### src/ltc_enc_pkg.sv
// Shared types, constants and helper functions for the LTC frame encoder.
// No dependencies; used by the controller, the datapath and the top level.
`default_nettype none

package ltc_enc_pkg;

  localparam int unsigned FrameBytes = 10;
  localparam int unsigned DataBytes  = 8;
  localparam int unsigned ByteIdxW   = 4;
  localparam int unsigned CfgIdxW    = 2;
  localparam int unsigned CfgDataW   = 2;

  localparam logic [ByteIdxW-1:0] LastByteIdx  = ByteIdxW'(FrameBytes - 1);
  localparam logic [ByteIdxW-1:0] SyncByteIdx0 = ByteIdxW'(DataBytes);

  localparam logic [7:0] SyncByte0 = 8'h3F;
  localparam logic [7:0] SyncByte1 = 8'hFD;

  localparam logic [CfgIdxW-1:0] CfgFrameRate = 2'd0;
  localparam logic [CfgIdxW-1:0] CfgExtClock  = 2'd1;

  localparam logic [1:0] Rate24     = 2'd0;
  localparam logic [1:0] Rate25     = 2'd1;
  localparam logic [1:0] Rate30Drop = 2'd2;
  localparam logic [1:0] Rate30     = 2'd3;

  typedef struct packed {
    logic load_frame;
    logic emit_byte;
  } ctrl_cmd_t;

  typedef struct packed {
    logic out_free;
    logic last_byte;
  } ctrl_status_t;

  typedef struct packed {
    logic [15:0] levels;
    logic        end_level;
  } biphase_t;

  // Tens digit of a value of at most 59.
  function automatic logic [2:0] tens_digit(input logic [5:0] v);
    logic [2:0] t;
    if (v >= 6'd50) begin
      t = 3'd5;
    end else if (v >= 6'd40) begin
      t = 3'd4;
    end else if (v >= 6'd30) begin
      t = 3'd3;
    end else if (v >= 6'd20) begin
      t = 3'd2;
    end else if (v >= 6'd10) begin
      t = 3'd1;
    end else begin
      t = 3'd0;
    end
    return t;
  endfunction

  function automatic logic [3:0] units_digit(input logic [5:0] v, input logic [2:0] t);
    logic [5:0] t10;
    logic [5:0] u;
    t10 = {t, 3'b000} + {2'b00, t, 1'b0};
    u   = v - t10;
    return u[3:0];
  endfunction

  // A digit placed so that its least significant bit is sent first.
  function automatic logic [7:0] digit_byte(input logic [3:0] d);
    return {d[0], d[1], d[2], d[3], 4'b0000};
  endfunction

  // Biphase-mark coding of one byte, most significant bit first.
  function automatic biphase_t biphase(input logic [7:0] b, input logic start_level);
    biphase_t r;
    logic     lvl;
    logic     first;
    logic     second;
    lvl = start_level;
    r.levels = '0;
    for (int i = 7; i >= 0; i--) begin
      first  = ~lvl;
      second = first ^ b[i];
      r.levels[2*i+1] = first;
      r.levels[2*i]   = second;
      lvl = second;
    end
    r.end_level = lvl;
    return r;
  endfunction

endpackage

`default_nettype wire

### src/ltc_enc_ctrl.sv
// Controller state machine of the LTC frame encoder.
// Depends on ltc_enc_pkg; drives load and emit commands into ltc_enc_dp.
`default_nettype none

module ltc_enc_ctrl (
  input  wire logic                      clk_i,
  input  wire logic                      rst_ni,
  input  wire logic                      in_valid_i,
  output logic                           in_stall_o,
  input  wire ltc_enc_pkg::ctrl_status_t status_i,
  output ltc_enc_pkg::ctrl_cmd_t         cmd_o
);

  localparam logic StIdle = 1'b0;
  localparam logic StSend = 1'b1;

  logic state_q;
  logic state_d;
  logic emit;
  logic accept;

  assign emit       = (state_q == StSend) && status_i.out_free;
  assign in_stall_o = !((state_q == StIdle) || (emit && status_i.last_byte));
  assign accept     = in_valid_i && !in_stall_o;

  assign cmd_o.load_frame = accept;
  assign cmd_o.emit_byte  = emit;

  always_comb begin
    state_d = state_q;
    unique case (state_q)
      StIdle: begin
        if (accept) begin
          state_d = StSend;
        end
      end
      StSend: begin
        if (emit && status_i.last_byte) begin
          state_d = accept ? StSend : StIdle;
        end
      end
      default: state_d = StIdle;
    endcase
  end

  always_ff @(posedge clk_i or negedge rst_ni) begin
    if (!rst_ni) begin
      state_q <= StIdle;
    end else begin
      state_q <= state_d;
    end
  end

endmodule

`default_nettype wire

### src/ltc_enc_dp.sv
// Datapath of the LTC frame encoder: configuration, frame register,
// biphase-mark coder and output register. Depends on ltc_enc_pkg.
`default_nettype none

module ltc_enc_dp (
  input  wire logic                                 clk_i,
  input  wire logic                                 rst_ni,
  input  wire logic                                 cfg_valid_i,
  input  wire logic [ltc_enc_pkg::CfgIdxW-1:0]      cfg_index_i,
  input  wire logic [ltc_enc_pkg::CfgDataW-1:0]     cfg_data_i,
  input  wire logic [4:0]                           frame_number_i,
  input  wire logic [5:0]                           second_number_i,
  input  wire logic [5:0]                           minute_number_i,
  input  wire logic [4:0]                           hour_number_i,
  input  wire ltc_enc_pkg::ctrl_cmd_t               cmd_i,
  output ltc_enc_pkg::ctrl_status_t                 status_o,
  input  wire logic                                 out_stall_i,
  output logic                                      out_valid_o,
  output logic [ltc_enc_pkg::ByteIdxW-1:0]          byte_index_o,
  output logic [7:0]                                frame_byte_o,
  output logic [15:0]                               half_bit_levels_o,
  output logic                                      last_of_frame_o
);

  logic [1:0] rate_q;
  logic       ext_clk_q;

  logic [5:0] sat_val [4];
  logic [2:0] tens    [4];
  logic [3:0] units   [4];
  logic [7:0] new_byte [ltc_enc_pkg::DataBytes];
  logic [7:0] frame_q  [ltc_enc_pkg::DataBytes];
  logic [63:0] data_bits;

  logic [ltc_enc_pkg::ByteIdxW-1:0] count_q;
  logic                             level_q;
  logic                             out_valid_q;
  logic [ltc_enc_pkg::ByteIdxW-1:0] out_index_q;
  logic [7:0]                       out_byte_q;
  logic [15:0]                      out_levels_q;
  logic                             out_last_q;

  logic [7:0]             cur_byte;
  ltc_enc_pkg::biphase_t  coded;

  always_ff @(posedge clk_i or negedge rst_ni) begin
    if (!rst_ni) begin
      rate_q    <= ltc_enc_pkg::Rate24;
      ext_clk_q <= 1'b0;
    end else if (cfg_valid_i) begin
      if (cfg_index_i == ltc_enc_pkg::CfgFrameRate) begin
        rate_q <= cfg_data_i[1:0];
      end else if (cfg_index_i == ltc_enc_pkg::CfgExtClock) begin
        ext_clk_q <= cfg_data_i[0];
      end
    end
  end

  always_comb begin
    sat_val[0] = (frame_number_i > 5'd29) ? 6'd29 : {1'b0, frame_number_i};
    sat_val[1] = (second_number_i > 6'd59) ? 6'd59 : second_number_i;
    sat_val[2] = (minute_number_i > 6'd59) ? 6'd59 : minute_number_i;
    sat_val[3] = (hour_number_i > 5'd23) ? 6'd23 : {1'b0, hour_number_i};
    for (int k = 0; k < 4; k++) begin
      tens[k]            = ltc_enc_pkg::tens_digit(sat_val[k]);
      units[k]           = ltc_enc_pkg::units_digit(sat_val[k], tens[k]);
      new_byte[2*k]      = ltc_enc_pkg::digit_byte(units[k]);
      new_byte[2*k+1]    = ltc_enc_pkg::digit_byte({1'b0, tens[k]});
    end
    if (rate_q == ltc_enc_pkg::Rate30Drop) begin
      new_byte[1][5] = 1'b1;
    end
    if (ext_clk_q) begin
      new_byte[7][5] = 1'b1;
    end
    for (int k = 0; k < 8; k++) begin
      data_bits[8*k +: 8] = new_byte[k];
    end
    if (!(^data_bits)) begin
      if (rate_q == ltc_enc_pkg::Rate25) begin
        new_byte[7][4] = 1'b1;
      end else begin
        new_byte[3][4] = 1'b1;
      end
    end
  end

  always_comb begin
    priority if (count_q < ltc_enc_pkg::SyncByteIdx0) begin
      cur_byte = frame_q[count_q[2:0]];
    end else if (count_q == ltc_enc_pkg::SyncByteIdx0) begin
      cur_byte = ltc_enc_pkg::SyncByte0;
    end else begin
      cur_byte = ltc_enc_pkg::SyncByte1;
    end
    coded = ltc_enc_pkg::biphase(cur_byte, level_q);
  end

  assign status_o.out_free  = !out_valid_q || !out_stall_i;
  assign status_o.last_byte = (count_q == ltc_enc_pkg::LastByteIdx);

  always_ff @(posedge clk_i) begin
    if (cmd_i.load_frame) begin
      frame_q <= new_byte;
    end
    if (cmd_i.emit_byte) begin
      out_index_q  <= count_q;
      out_byte_q   <= cur_byte;
      out_levels_q <= coded.levels;
      out_last_q   <= (count_q == ltc_enc_pkg::LastByteIdx);
    end
  end

  always_ff @(posedge clk_i or negedge rst_ni) begin
    if (!rst_ni) begin
      count_q     <= '0;
      level_q     <= 1'b0;
      out_valid_q <= 1'b0;
    end else begin
      if (cmd_i.emit_byte) begin
        out_valid_q <= 1'b1;
        count_q     <= count_q + {{(ltc_enc_pkg::ByteIdxW-1){1'b0}}, 1'b1};
        level_q     <= coded.end_level;
      end else if (!out_stall_i) begin
        out_valid_q <= 1'b0;
      end
      if (cmd_i.load_frame) begin
        count_q <= '0;
        level_q <= 1'b0;
      end
    end
  end

  assign out_valid_o       = out_valid_q;
  assign byte_index_o      = out_index_q;
  assign frame_byte_o      = out_byte_q;
  assign half_bit_levels_o = out_levels_q;
  assign last_of_frame_o   = out_last_q;

endmodule

`default_nettype wire

### src/ltc_timecode_frame_encoder_core.sv
// Top level of the LTC timecode frame encoder.
// Depends on ltc_enc_pkg, ltc_enc_ctrl and ltc_enc_dp.
//
// Usage: a timecode request (frames, seconds, minutes, hours) is taken on
// the input channel when in_valid_i is high and in_stall_o is low. The
// encoder builds the 64 data bits of the frame in that cycle and then sends
// ten results on the output channel, one per frame byte, data bytes first and
// the two sync bytes last. Each result carries the byte and its sixteen
// biphase-mark half-bit levels; the line starts low at every frame.
// After a request is taken, the controller enters its send state and the
// results follow one per cycle while out_stall_i is low. A new request
// is taken in the cycle the tenth result is loaded into the output
// register, which takes one byte per cycle.
// When the receiver stalls, the output register holds its result and the
// byte sequencer waits. Configuration writes are always ready and should be
// made while the encoder is idle. Reset clears the configuration to 24 fps
// with the external clock flag low and leaves the encoder idle.
`default_nettype none

module ltc_timecode_frame_encoder_core (
  input  wire logic                             clk_i,
  input  wire logic                             rst_ni,
  input  wire logic                             cfg_valid_i,
  output logic                                  cfg_ready_o,
  input  wire logic [ltc_enc_pkg::CfgIdxW-1:0]  cfg_index_i,
  input  wire logic [ltc_enc_pkg::CfgDataW-1:0] cfg_data_i,
  input  wire logic                             in_valid_i,
  output logic                                  in_stall_o,
  input  wire logic [4:0]                       frame_number_i,
  input  wire logic [5:0]                       second_number_i,
  input  wire logic [5:0]                       minute_number_i,
  input  wire logic [4:0]                       hour_number_i,
  output logic                                  out_valid_o,
  input  wire logic                             out_stall_i,
  output logic [ltc_enc_pkg::ByteIdxW-1:0]      byte_index_o,
  output logic [7:0]                            frame_byte_o,
  output logic [15:0]                           half_bit_levels_o,
  output logic                                  last_of_frame_o
);

  ltc_enc_pkg::ctrl_cmd_t    cmd;
  ltc_enc_pkg::ctrl_status_t status;

  assign cfg_ready_o = 1'b1;

  ltc_enc_ctrl u_ctrl (
    .clk_i      (clk_i),
    .rst_ni     (rst_ni),
    .in_valid_i (in_valid_i),
    .in_stall_o (in_stall_o),
    .status_i   (status),
    .cmd_o      (cmd)
  );

  ltc_enc_dp u_dp (
    .clk_i             (clk_i),
    .rst_ni            (rst_ni),
    .cfg_valid_i       (cfg_valid_i),
    .cfg_index_i       (cfg_index_i),
    .cfg_data_i        (cfg_data_i),
    .frame_number_i    (frame_number_i),
    .second_number_i   (second_number_i),
    .minute_number_i   (minute_number_i),
    .hour_number_i     (hour_number_i),
    .cmd_i             (cmd),
    .status_o          (status),
    .out_stall_i       (out_stall_i),
    .out_valid_o       (out_valid_o),
    .byte_index_o      (byte_index_o),
    .frame_byte_o      (frame_byte_o),
    .half_bit_levels_o (half_bit_levels_o),
    .last_of_frame_o   (last_of_frame_o)
  );

endmodule

`default_nettype wire

### config.mk
export PLATFORM = sky130hd
export DESIGN_NAME = ltc_timecode_frame_encoder_core
export DESIGN_NICKNAME = d
export VERILOG_FILES = /design/src/ltc_enc_pkg.sv /design/src/ltc_enc_ctrl.sv /design/src/ltc_enc_dp.sv /design/src/ltc_timecode_frame_encoder_core.sv
export SDC_FILE = /design/constraint.sdc
export NUM_CORES = 1
export LEC_CHECK = 0
export BUFFER_PORTS_ARGS = -buffer_cell sky130_fd_sc_hd__buf_2
export CORE_MARGIN = 2
export CORE_UTILIZATION = 51
export DETAILED_ROUTE_END_ITERATION = 6
export PLACE_DENSITY = 0.77
export SYNTH_ARGS = -nofsm -noshare
export SYNTH_HDL_FRONTEND = slang
export SYNTH_HIERARCHICAL = 1
export SYNTH_SLANG_ARGS = --single-unit
### constraint.sdc
create_clock -name clk_i -period 2.5 [get_ports clk_i]
set_input_delay 0.5 -clock clk_i [delete_from_list [all_inputs] [get_ports clk_i]]
set_output_delay 0.5 -clock clk_i [all_outputs]
set_load 0.02 [all_outputs]
==> run_results.csv <==
group,metric,value,unit
outcome,status,"finished, violations left",
critical_path,crit_chain,"buf_4 > nand2b_4 > a21boi_1 > o41ai_2 > ha_1 > xnor2_2 > xnor2_1 > xnor3_1 > xnor3_1 > xor3_1 > a21boi_2",
drt,routedWlPerCell,14.7,µm
global_route,grt_max_degree,36,
outcome,violations,"negative setup slack",
yosys,synth_enable_flop_cells,56,
critical_path,required,2.59,ns
layout,final_cell_area,0.00504,mm²
yosys,synthDistinctLibCells,65,
placement,dp.cells,511,
sta,max_freq,0.359,GHz
yosys,yosys_most_used_dff,"edfxtp_1",
yosys,synth_top_family_by_area,"XOR/XNOR gates",
yosys,synth_seq_area_share,0.512,
drt,dr.pass1.iters,4,
sta,fin_crit_sh,1.11,
cts,clkSinkCount,66,
cts,cts_buffer_depth,2,
yosys,synth_compound_area_frac,0.111,
global_route,grt_util_all_layers,0.193,
power,vdd_ir_drop_max,0.000797,V
placement,gp_congestion,0.914,
yosys,yosys_warnings,6,
yosys,yosys.area_share.simple,0.0999,
sta,finalHoldViolations,0,
placement,port_buffers,61,
sta,tightestPinTransition,0.570,ns
drt,first_iter_violations,109,
global_route,grt_antenna_before_repair,0,
yosys,syn-num-nets,344,
drt,viasPerCell,5.19,
cts,ctsHoldBuffers,0,
cts,cts.reportedPaths.clkPinSlew,0.07,ns
sta,rsz0062_at_grt,"yes",
yosys,synthesis.area,0.00377,mm²
cts,root_buffer,"clkbuf_8",
global_route,first_global_vias,2691,
critical_path,crit_slowest_cell,"xor3_1",
yosys,async_flop_share,0.152,
layout,final-instance-count-excl-fill,535,
layout,layout.cells.most_common,"buf_4",
layout,layout_common_cells,"buf_4 (77), edfxtp_1 (56), buf_2 (55)",
critical_path,cp.buffers_inverters,1,
floorplanning,initial_utilization,0.523,
cts,worstSkewPairLatency,0.33,ns
cts,cts_tree,"yes",
yosys,synthAdderAreaFrac,0.0332,
power,power.density,1310,mW/mm²
floorplanning,io_pins,63,
floorplanning,die_y,90.0,µm
yosys,syn-instance-count,303,
sta,layout_setup_ws,-0.284,ns
layout,drive_above_1_share,0.452,
global_route,grt_pass1_wl,12400,µm
sta,slew_viol_final,0,
floorplanning,die-area,0.00810,mm²
critical_path,crit_path_frequent_cell,"xnor3_1",
power,p_leak,2.20,nW
yosys,synth_seq_cells,66,
layout,finalNetCount,472,
critical_path,crit_path_end_kind,"flip-flop",
critical_path,cp_data_arrival_time,2.87,ns
layout,area_growth,33.6,%
critical_path,start_kind,"input port",
drt,num_vias,2777,
placement,postPlaceCellArea,0.00464,mm²
critical_path,cpPeakStageDelay,0.37,ns
critical_path,crit_family,"XOR/XNOR gates",
yosys,synthMuxAreaShare,0.0657,
yosys,synth-xor-area-share,0.121,
placement,dp_hpwl,5530,µm
job,maxCapViolCount,0,
sta,slew_headroom,0.619,
floorplanning,die_w,90.0,µm
cts,numCtsBuffers,9,
critical_path,critical_path_class,"in2reg",
sta,setup_violations,8,
power,power,0.00658,W
floorplanning,rows,31,
drt,ant_nets,0,
layout,diodes,0,
global_route,overflow,0,
sta,fin_skew,0.00874,ns
floorplanning,design.core.area,0.00721,mm²
critical_path,critPathMaxFanout,4,
drt,routed_wirelength,7880,µm
drt,drc,0,
yosys,avgSynthCellArea,12.4,µm²
min_path,hold_class,"in2async",
cts,cts_max_level,3,
sta,min_period,2.78,ns
==> final timing paths <==
check                      slack, ns                         to          startpoint  cells after the start
max in group asynchronous       2.27            u_dp/count_q[1]              rst_ni                      1
max                            -0.28           u_dp/frame_q[36]  second_number_i[1]                     11
max reg2reg                    -0.08  u_dp/half_bit_levels_o[0]     u_dp/count_q[0]                      6
min reg2reg                     0.55            u_dp/frame_q[5]      u_dp/ext_clk_q                      0
min in group clk_i              0.37             u_ctrl/state_q          in_valid_i                      2
min                             0.02            u_dp/count_q[0]              rst_ni                      1
==> power by group <==
part / leakage (nW) / total (W) / switching, W / internal [W]
sequential: 0.645 / 0.00198 / 0.000137 / 0.00184
combinational: 1.44 / 0.00367 / 0.00178 / 0.00189
clock: 0.110 / 0.000929 / 0.000358 / 0.000571
==> cells in the mapped netlist, types with 2 or more instances <==
master     n  area share
a21boi_0   2      0.0040
a21o_1     2      0.0040
a21oi_1    5      0.0066
a221oi_2   2      0.0080
a31o_2     2      0.0046
a41o_1     2      0.0053
and3_1     2      0.0033
buf_2      7      0.0093
buf_4      7       0.014
clkbuf_1   5      0.0050
dfrtp_1   10       0.066
edfxtp_1  56        0.45
ha_1      10       0.033
inv_1     23       0.023
mux2_2     6       0.018
mux2i_1    6       0.016
mux4_1     2       0.014
mux4_2     3       0.018
nand2_1   15       0.015
nand2b_1  11       0.018
nand3_1    5      0.0066
nand3b_1   3      0.0060
nor2_1    17       0.017
nor2b_1    7       0.012
nor3b_1    2      0.0040
o211a_1    2      0.0053
o21a_1     2      0.0040
o21ai_0   12       0.016
o221ai_1   3      0.0070
o31ai_1    2      0.0040
xnor2_1   27       0.063
xnor2_4    2       0.015
xnor3_1    4       0.024
xor2_1     6       0.014
==> cell type report <==
cell class,count,area [µm²]
sequential,66,1930
tap,99,124
timing repair buffer,137,935
inverter,24,91.3
multi-input combinational,193,1740
clock inverter,1,30.0
fill,505,2180
clock buffer,15,186
==> kinds of logic (layout without fill, tap and decap cells) <==
kind of cell / count (synthesis) / count (layout)
other cells: 1 / 1
buf+inv: 44 / 177
mux: 17 / 17
flops: 66 / 66
compound gates: 53 / 53
fa+ha+maj: 10 / 10
simple gates: 72 / 72
xor+xnor: 40 / 40
==> routing by layer <==
layer  vias to the layer above  track usage  share of wire
met1                      1333        0.233           0.40
met5                         -            0              0
li1                       1345            -              -
met4                         0       0.0564          0.027
met2                        82        0.352           0.53
met3                        17       0.0352          0.039
==> registers in the layout (all words and copies together), names as in the netlist <==
name,count
u_ctrl/state_q,1
u_dp/byte_index_o,3
u_dp/count_q,4
u_dp/ext_clk_q,1
u_dp/frame_byte_o,6
u_dp/frame_q,30
u_dp/half_bit_levels_o,16
u_dp/last_of_frame_o,1
u_dp/level_q,1
u_dp/out_valid_o,1
u_dp/rate_q,2
==> per-stage QoR <==
step                       util  TNS, ns  hold slack [ns]  worst slack [ns]
final                     0.698   -0.756           0.0214            -0.284
after global routing      0.698    -2.08           0.0229            -0.366
after CTS                 0.689   -0.470           0.0107            -0.146
after detailed placement  0.643    -1.69            0.377            -0.559
after global placement    0.643    -1.24            0.373            -0.502
after floorplan               -   -0.806            0.204            -0.409
==> repair_timing <==
| item | CTS | global route |
|---|---|---|
| pin swaps | 6 | 2 |
| cloned | 0 | 0 |
| buffers inserted | 5 | 3 |
| endpoints found under the setup margin | 13 | 12 |
| gates resized for setup | 23 | 11 |
Note: power is estimated with default switching activity, not from simulation.
